==> config.mk <==
export PLATFORM = sky130hd
export DESIGN_NAME = lphit_ctl
export DESIGN_NICKNAME = d
export VERILOG_FILES = /design/src/sv/lphit_pkg.sv /design/src/sv/lphit_ctl.sv
export SDC_FILE = /design/constraint.sdc
export NUM_CORES = 1
export LEC_CHECK = 0
export ABC_AREA = 1
export BUFFER_PORTS_ARGS = -buffer_cell sky130_fd_sc_hd__buf_4
export CORE_AREA = 2 2 39 41
export DETAILED_ROUTE_END_ITERATION = 12
export DIE_AREA = 0 0 41 43
export PLACE_DENSITY = 0.49
export SYNTH_ARGS = -nofsm -noshare
export SYNTH_HDL_FRONTEND = slang
export SYNTH_SLANG_ARGS = --single-unit
==> constraint.sdc <==
create_clock -name clock -period 4.1 [get_ports clock]
set_clock_uncertainty 0.2 [all_clocks]
set_input_delay 1.025 -clock clock [delete_from_list [all_inputs] [get_ports clock]]
set_output_delay 1.025 -clock clock [all_outputs]
set_load 0.05 [all_outputs]
==> src/sv/lphit_pkg.sv <==
`default_nettype none

package lphit_pkg;

   // slot count must stay a power of two: the home slot is the low key bits
   localparam int TABLE_SLOTS = 1024;
   localparam int KEY_BITS    = 64;
   localparam int SLOT_BITS   = $clog2(TABLE_SLOTS);

   localparam int CMD_W      = 2;
   localparam int KEY_W      = 64;
   localparam int HEAD_W     = 16;
   localparam int STATUS_W   = 2;
   localparam int SLOT_OUT_W = 10;

   localparam logic [CMD_W-1:0] CMD_LOOKUP = 2'd0;
   localparam logic [CMD_W-1:0] CMD_INSERT = 2'd1;
   localparam logic [CMD_W-1:0] CMD_REMOVE = 2'd2;
   localparam logic [CMD_W-1:0] CMD_NONE   = 2'd3;

   localparam logic [STATUS_W-1:0] STAT_DONE = 2'd0;
   localparam logic [STATUS_W-1:0] STAT_MISS = 2'd1;
   localparam logic [STATUS_W-1:0] STAT_FULL = 2'd2;
   localparam logic [STATUS_W-1:0] STAT_SKIP = 2'd3;

   localparam logic [HEAD_W-1:0] HEAD_EMPTY = 16'h0000;
   localparam logic [HEAD_W-1:0] HEAD_TOMB  = 16'hffff;

   // controller to datapath
   typedef struct packed {
      logic accept;
      logic probe;
      logic clear;
      logic rsp_load;
   } ctl_cmd_type;

   // datapath to controller
   typedef struct packed {
      logic quick;
      logic stop;
      logic clear_last;
   } dp_stat_type;

   function automatic logic head_valid(logic [HEAD_W-1:0] h);
      return (h != HEAD_EMPTY) && (h != HEAD_TOMB);
   endfunction

endpackage

`default_nettype wire

==> src/sv/lphit_ctl.sv <==
`default_nettype none

module lphit_ctl (
   input  wire logic                  clock,
   input  wire logic                  reset,
   input  wire logic                  req_valid,
   output logic                       req_ready,
   output logic                       rsp_valid,
   input  wire logic                  rsp_ready,
   input  wire lphit_pkg::dp_stat_type stat,
   output lphit_pkg::ctl_cmd_type     cmd
);

   localparam logic [1:0] S_CLEAR  = 2'd0;
   localparam logic [1:0] S_IDLE   = 2'd1;
   localparam logic [1:0] S_PROBE  = 2'd2;
   localparam logic [1:0] S_FINISH = 2'd3;

   logic [1:0] state_ff, state_in;
   logic       rsp_valid_ff, rsp_valid_in;
   logic       accept;
   logic       out_free;

   assign req_ready = (state_ff == S_IDLE);
   assign accept    = req_valid && req_ready;
   assign out_free  = !rsp_valid_ff || rsp_ready;
   assign rsp_valid = rsp_valid_ff;

   always_comb begin
      cmd.accept   = accept;
      cmd.probe    = (state_ff == S_PROBE);
      cmd.clear    = (state_ff == S_CLEAR);
      cmd.rsp_load = (state_ff == S_FINISH) && out_free;
   end

   always_comb begin
      state_in = state_ff;
      case (state_ff)
         S_CLEAR: begin
            if (stat.clear_last) state_in = S_IDLE;
         end
         S_IDLE: begin
            if (accept) state_in = stat.quick ? S_FINISH : S_PROBE;
         end
         S_PROBE: begin
            if (stat.stop) state_in = S_FINISH;
         end
         S_FINISH: begin
            if (out_free) state_in = S_IDLE;
         end
         default: state_in = S_CLEAR;
      endcase
   end

   always_comb begin
      if (cmd.rsp_load) rsp_valid_in = 1'b1;
      else if (rsp_ready) rsp_valid_in = 1'b0;
      else rsp_valid_in = rsp_valid_ff;
   end

   always_ff @(posedge clock) begin
      if (reset) begin
         state_ff     <= S_CLEAR;
         rsp_valid_ff <= 1'b0;
      end else begin
         state_ff     <= state_in;
         rsp_valid_ff <= rsp_valid_in;
      end
   end

   a_finish_shows: assert property (@(posedge clock) disable iff (reset)
      (state_ff == S_FINISH && out_free) |=> rsp_valid_ff)
      else $error("finished word not presented");

   a_accept_moves: assert property (@(posedge clock) disable iff (reset)
      accept |=> (state_ff == S_PROBE || state_ff == S_FINISH))
      else $error("accepted word not processed");

   a_clear_quiet: assert property (@(posedge clock) disable iff (reset)
      (state_ff == S_CLEAR) |-> !rsp_valid_ff)
      else $error("response during clear pass");

   a_probe_exit: assert property (@(posedge clock) disable iff (reset)
      (state_ff == S_PROBE) |=> (state_ff == S_PROBE || state_ff == S_FINISH))
      else $error("probe left to wrong state");

endmodule

`default_nettype wire

=== Word-level counts from Yosys, hierarchy flattened ===
Index checks and enable logic that the tools add are counted.

* Flip-flop bits (word level): 3
* Word-level logic and storage cells: 24
* Output and inout port bits: 6

* Reductions and logical operators: 7
* Multiplexer cells: 8
* Eq/ne operators: 7

{| class="wikitable"
|+ Operator list
! kind !! number
|-
| 2-bit 2-to-1 mux || 4
|-
| 2-bit case mux with 4 select lines || 1
|-
| 2-bit inequality test, second input constant || 3
|-
| 2-bit equality test, second input constant || 2
|-
| 4-bit AND reduction || 1
|-
| 1-bit 2-to-1 mux || 3
|-
| 2-bit by 1-bit equality test with 1-bit output, second input constant || 1
|-
| 1-bit logical AND || 2
|-
| 2-bit logical NOT || 1
|-
| 2-bit by 1-bit inequality test with 1-bit output, second input constant || 1
|-
| 2-bit nonzero test || 1
|-
| 1-bit logical NOT || 1
|-
| 1-bit logical OR || 1
|}

=== Longest topological paths before layout ===
* Depth after elaboration: 4
* Depth in mapped cells: 8
* Gate-level depth less buffers: 8

=== Worst setup path before layout ===
No wires, ideal clock.

* Path type: in2out
* Start point: input rsp_ready
* End point: output cmd[0] (netlist bit)
* Path buffers: 1
* Arrival: 1357 ps
* Path slack: 1518 ps
* Data required time: 2875 ps
* Stages: 3
* Cell sequence: inv_2 a21oi_1 buf_4

{| class="wikitable"
|+ RTL lines
! item !! RTL line !! RTL
|-
| from (decl) || lphit_ctl.sv:9 || <nowiki>input wire logic rsp_ready,</nowiki>
|-
| to (decl) || lphit_ctl.sv:11 || <nowiki>output lphit_pkg::ctl_cmd_type cmd</nowiki>
|}

==> report_table.html <==
<table>
<tr><th>Metric</th><th>Value</th></tr>
<tr><th colspan="2">Status</th></tr>
<tr><td>Outcome</td><td>finished clean</td></tr>
<tr><th colspan="2">Detailed routing</th></tr>
<tr><td>DRT antenna net count</td><td>0</td></tr>
<tr><td>Detailed Route WL</td><td>~500 um</td></tr>
<tr><td>Post-route DRC</td><td>0</td></tr>
<tr><td>Vias post-DR</td><td>251</td></tr>
<tr><td>Iteration-0 DRC count of the detailed router</td><td>0</td></tr>
<tr><td>Post-DR vias/cell</td><td>3.59</td></tr>
<tr><td>DR WL/cell</td><td>7.09 um</td></tr>
<tr><td>Total iterations of the first detailed-routing run</td><td>1</td></tr>
<tr><th colspan="2">Yosys</th></tr>
<tr><td>Post-Synthesis Cell Area</td><td>272 um^2</td></tr>
<tr><td>Largest family of logic cells by synthesized area</td><td>simple AND/OR/NAND/NOR gates</td></tr>
<tr><td>Synthesis Warnings</td><td>0</td></tr>
<tr><td>Post-synth top flop</td><td>sky130_fd_sc_hd__dfxtp_1</td></tr>
<tr><td>Mux share of post-synthesis cell area</td><td>0%</td></tr>
<tr><td>Compound-gate portion of the synthesized area</td><td>3.69%</td></tr>
<tr><td>Async set or reset register ratio after synthesis</td><td>0%</td></tr>
<tr><td>Cell accounting for the most synthesized area</td><td>sky130_fd_sc_hd__dfxtp_1</td></tr>
<tr><td>Leading cell types by count after synthesis</td><td>9 x sky130_fd_sc_hd__inv_1, 8 x sky130_fd_sc_hd__nand2_1, 4 x sky130_fd_sc_hd__ha_1, 4 x sky130_fd_sc_hd__nor2_1</td></tr>
<tr><td>Fraction of synthesized cell area taken by the top area cell type</td><td>22.1%</td></tr>
<tr><td>Synthesized-area fraction occupied by adder cells</td><td>18.4%</td></tr>
<tr><td>Xor/xnor share of the synthesized area</td><td>0%</td></tr>
<tr><td>Most common cell in the synthesized netlist</td><td>sky130_fd_sc_hd__inv_1</td></tr>
<tr><td>EDFF count, synth</td><td>0</td></tr>
<tr><td>Sequential cell area fraction in the yosys report</td><td>22.1%</td></tr>
<tr><td>Number of standard cells after synthesis</td><td>40</td></tr>
<tr><td>Average size of a mapped cell</td><td>6.79 um^2</td></tr>
<tr><td>Post-synthesis share of cell area spent on and, or, nand and nor gates</td><td>about 36%</td></tr>
<tr><td>Synthesized Nets</td><td>51</td></tr>
<tr><td>Post-synthesis sequential element count</td><td>3</td></tr>
<tr><td>Top cells by area, synth</td><td>sky130_fd_sc_hd__dfxtp_1 22%, sky130_fd_sc_hd__ha_1 18%, sky130_fd_sc_hd__inv_1 12%, sky130_fd_sc_hd__nand2_1 11%, sky130_fd_sc_hd__nand2_2 6.9%</td></tr>
<tr><td>Count of cell types in the netlist</td><td>13</td></tr>
<tr><th colspan="2">Critical path</th></tr>
<tr><td>FF-to-FF Start</td><td>state_ff[1]</td></tr>
<tr><td>Sum of buffers and inverters on the critical path</td><td>3</td></tr>
<tr><td>Cell seen most often among critical-path stages</td><td>sky130_fd_sc_hd__buf_4</td></tr>
<tr><td>End point of the critical path</td><td>cmd[0]</td></tr>
<tr><td>Cells on worst reg2reg path</td><td>8</td></tr>
<tr><td>CP arrival</td><td>1.46 ns</td></tr>
<tr><td>Ordered list of cells on the worst path</td><td>buf_4 &gt; inv_2 &gt; a21oi_1 &gt; buf_4</td></tr>
<tr><td>Worst reg2reg setup slack</td><td>between 2 and 3 ns</td></tr>
<tr><td>Reg2Reg Capture Point</td><td>state_ff[1]</td></tr>
<tr><td>Maximum single-stage delay on the critical path</td><td>0.21 ns</td></tr>
<tr><td>Crit path max-delay cell type</td><td>sky130_fd_sc_hd__buf_4</td></tr>
<tr><td>WS Path Type</td><td>primary input to primary output</td></tr>
<tr><td>Cell count along the critical path</td><td>4</td></tr>
<tr><td>Critical path capture point type</td><td>primary output</td></tr>
<tr><td>Critical Path Source</td><td>rsp_ready</td></tr>
<tr><td>CP Launch Type</td><td>primary input</td></tr>
<tr><td>Critical-path maximum fanout</td><td>3</td></tr>
<tr><td>Category of cells accounting for the largest share of critical-path delay</td><td>buffers and inverters</td></tr>
<tr><td>Required time reported for the critical path endpoint</td><td>approximately 2.9 ns</td></tr>
<tr><th colspan="2">Job</th></tr>
<tr><td>Total of max-cap violations</td><td>0</td></tr>
<tr><th colspan="2">Global route</th></tr>
<tr><td>Gr usage total</td><td>7.52%</td></tr>
<tr><td>Pin count of the biggest net entering global routing</td><td>5</td></tr>
<tr><td>Vias in the first global route</td><td>224</td></tr>
<tr><td>Number of antenna violations at the first check in global routing</td><td>0</td></tr>
<tr><td>Total global routing overflow</td><td>0</td></tr>
<tr><td>Global-route wire length before repair</td><td>821 um</td></tr>
<tr><th colspan="2">Timing</th></tr>
<tr><td>Setup repair after global routing missed its margin</td><td>false</td></tr>
<tr><td>Worst-Margin Slew</td><td>0.161 ns</td></tr>
<tr><td>Final-report setup violation count</td><td>0</td></tr>
<tr><td>Post-Route Setup TNS</td><td>0 ns</td></tr>
<tr><td>Max-slew violations</td><td>0</td></tr>
<tr><td>Slew Limit Headroom</td><td>89.3%</td></tr>
<tr><td>Count of final hold-check violations</td><td>0</td></tr>
<tr><td>Ratio of final minimum period to clock period</td><td>65.5%</td></tr>
<tr><td>Final min period</td><td>around 2.7 ns</td></tr>
<tr><td>Top achievable clock speed</td><td>372 MHz</td></tr>
<tr><th colspan="2">Place</th></tr>
<tr><td>GP Congestion</td><td>0.720</td></tr>
<tr><td>Number of buffer cells added on primary ports</td><td>12</td></tr>
<tr><td>Number of cells in the design after placement</td><td>66</td></tr>
<tr><td>Cell area after placement</td><td>367 um^2</td></tr>
<tr><td>Dpl hpwl</td><td>426 um</td></tr>
<tr><th colspan="2">Floorplanning</th></tr>
<tr><td>Core Area</td><td>0.00138 mm^2</td></tr>
<tr><td>Initial Util</td><td>between 10% and 20%</td></tr>
<tr><td>Full die area</td><td>0.00176 mm^2</td></tr>
<tr><td>Die span in x</td><td>41 um</td></tr>
<tr><td>Ports placed on the boundary</td><td>13</td></tr>
<tr><td>Overall die height</td><td>roughly 43 um</td></tr>
<tr><td>Number of core rows</td><td>14</td></tr>
<tr><th colspan="2">Finish</th></tr>
<tr><td>Total non-filler cell area in the finished layout</td><td>393 um^2</td></tr>
<tr><td>Net count of the finished layout</td><td>66</td></tr>
<tr><td>Diode count</td><td>0</td></tr>
<tr><td>Number of fill cells in the layout</td><td>155</td></tr>
<tr><td>Fraction of final layout cells sized beyond drive strength 1</td><td>38.9%</td></tr>
<tr><td>FF+latch area</td><td>60.1 um^2</td></tr>
<tr><td>Final instance count without filler cells</td><td>70</td></tr>
<tr><td>Area taken by multi-input logic gates</td><td>159 um^2</td></tr>
<tr><td>Area Overhead vs Synth</td><td>44.7%</td></tr>
<tr><th colspan="2">Min path</th></tr>
<tr><td>Worst hold start</td><td>rsp_valid</td></tr>
<tr><td>Worst hold path class</td><td>register to register</td></tr>
<tr><th colspan="2">Clock tree</th></tr>
<tr><td>Num Clock Sinks</td><td>3</td></tr>
<tr><td>Number of buffers added by the clock tree synthesis step</td><td>3</td></tr>
<tr><td>Post-CTS setup-driven buffer insertion count</td><td>0</td></tr>
<tr><td>CTS Root Cell</td><td>sky130_fd_sc_hd__clkbuf_4</td></tr>
<tr><td>TritonCTS clock tree</td><td>done</td></tr>
<tr><td>Worst-skew pair later-pin latency</td><td>0.23 ns</td></tr>
<tr><td>Hold bufs inserted after CTS</td><td>0</td></tr>
<tr><td>Clock H-tree levels</td><td>1</td></tr>
<tr><td>Post-cts repair resize count</td><td>0</td></tr>
<tr><td>Clock slew at reported path FFs</td><td>roughly 0.04 ns</td></tr>
<tr><td>Maximum clock insertion buffer count</td><td>2</td></tr>
<tr><th colspan="2">Power</th></tr>
<tr><td>Largest vdd supply drop</td><td>215 uV</td></tr>
<tr><td>Final Total Pwr</td><td>334 uW</td></tr>
<tr><td>Total power divided by cell area</td><td>851 mW/mm^2</td></tr>
<tr><td>Leakage</td><td>0.000229 uW</td></tr>
</table>
worst min-delay path by stage:
stage | endpoint | slack, ns | cells after the start
finish | rsp_valid | 0.29 | 2
floorplan | state_ff[1] | 0.30 | 2
detailed placement | rsp_valid | 0.29 | 2
global placement | rsp_valid | 0.28 | 2
global route | rsp_valid | 0.32 | 2
CTS | rsp_valid | 0.29 | 2
cell usage in the layout, fill, tap and decap left out:
cell,netlist,final
sky130_fd_sc_hd__nand2_4,1,1
sky130_fd_sc_hd__a21oi_1,2,2
sky130_fd_sc_hd__nor2_1,4,4
sky130_fd_sc_hd__inv_2,1,1
sky130_fd_sc_hd__nand2_1,8,8
sky130_fd_sc_hd__clkbuf_1,0,1
sky130_fd_sc_hd__dfxtp_1,3,3
sky130_fd_sc_hd__ha_1,4,4
sky130_fd_sc_hd__buf_4,2,12
sky130_fd_sc_hd__nand2_2,3,3
sky130_fd_sc_hd__clkbuf_4,0,3
sky130_fd_sc_hd__nor3b_1,1,1
sky130_fd_sc_hd__nand3_1,1,1
sky130_fd_sc_hd__nor2_4,1,1
sky130_fd_sc_hd__inv_1,9,9
cell type report:
| class | count | area share, % |
|---|---|---|
| clock buffer | 4 | 6.69 |
| inverter | 10 | 9.55 |
| multi-input combinational | 25 | 40.4 |
| sequential | 3 | 15.3 |
| tap | 16 | 5.10 |
| timing repair buffer | 12 | 22.9 |
layer usage:
metal,vias up,GRT usage [%],share of wire [%]
li1,141,-,-
met1,103,7.03,43
met2,7,10.0,47
met3,0,7.85,9.5
met4,0,4.00,0
met5,-,0,0
power breakdown:
part           switching (uW)  internal (uW)  leakage [uW]
clock network            14.2           36.4     0.0000150
logic                     154           77.3      0.000190
registers                11.5           40.9     0.0000248
metrics by stage:
stage	hold slack [ns]	setup WS, ns	utilization (%)
after floorplan	0.297	1.52	-
after global placement	0.284	1.42	26.5
after detailed placement	0.287	1.41	26.5
after CTS	0.292	1.41	28.4
after global routing	0.316	1.37	28.4
final	0.289	1.41	28.4
worst reg2reg max path, stage by stage, from the launching register on:
cell and delay, ns:
sky130_fd_sc_hd__dfxtp_1 0.37, sky130_fd_sc_hd__inv_1 0.08, sky130_fd_sc_hd__ha_1 0.23, sky130_fd_sc_hd__nand2_2 0.09, sky130_fd_sc_hd__nand2_2 0.06, sky130_fd_sc_hd__nor2_4 0.13, sky130_fd_sc_hd__nand2_1 0.06, sky130_fd_sc_hd__nand2_1 0.05
sky130_fd_sc_hd__nor2_1 0.03
registers in the layout, summed over array words and instances, names as in the netlist:
name / count
state_ff: 2
rsp_valid: 1
kinds of logic after synthesis:
group,Yosys count
flops,3
compound gates,2
fa+ha+maj,4
buf+inv,12
simple gates,19
Note: power is estimated with default switching activity, not from simulation.
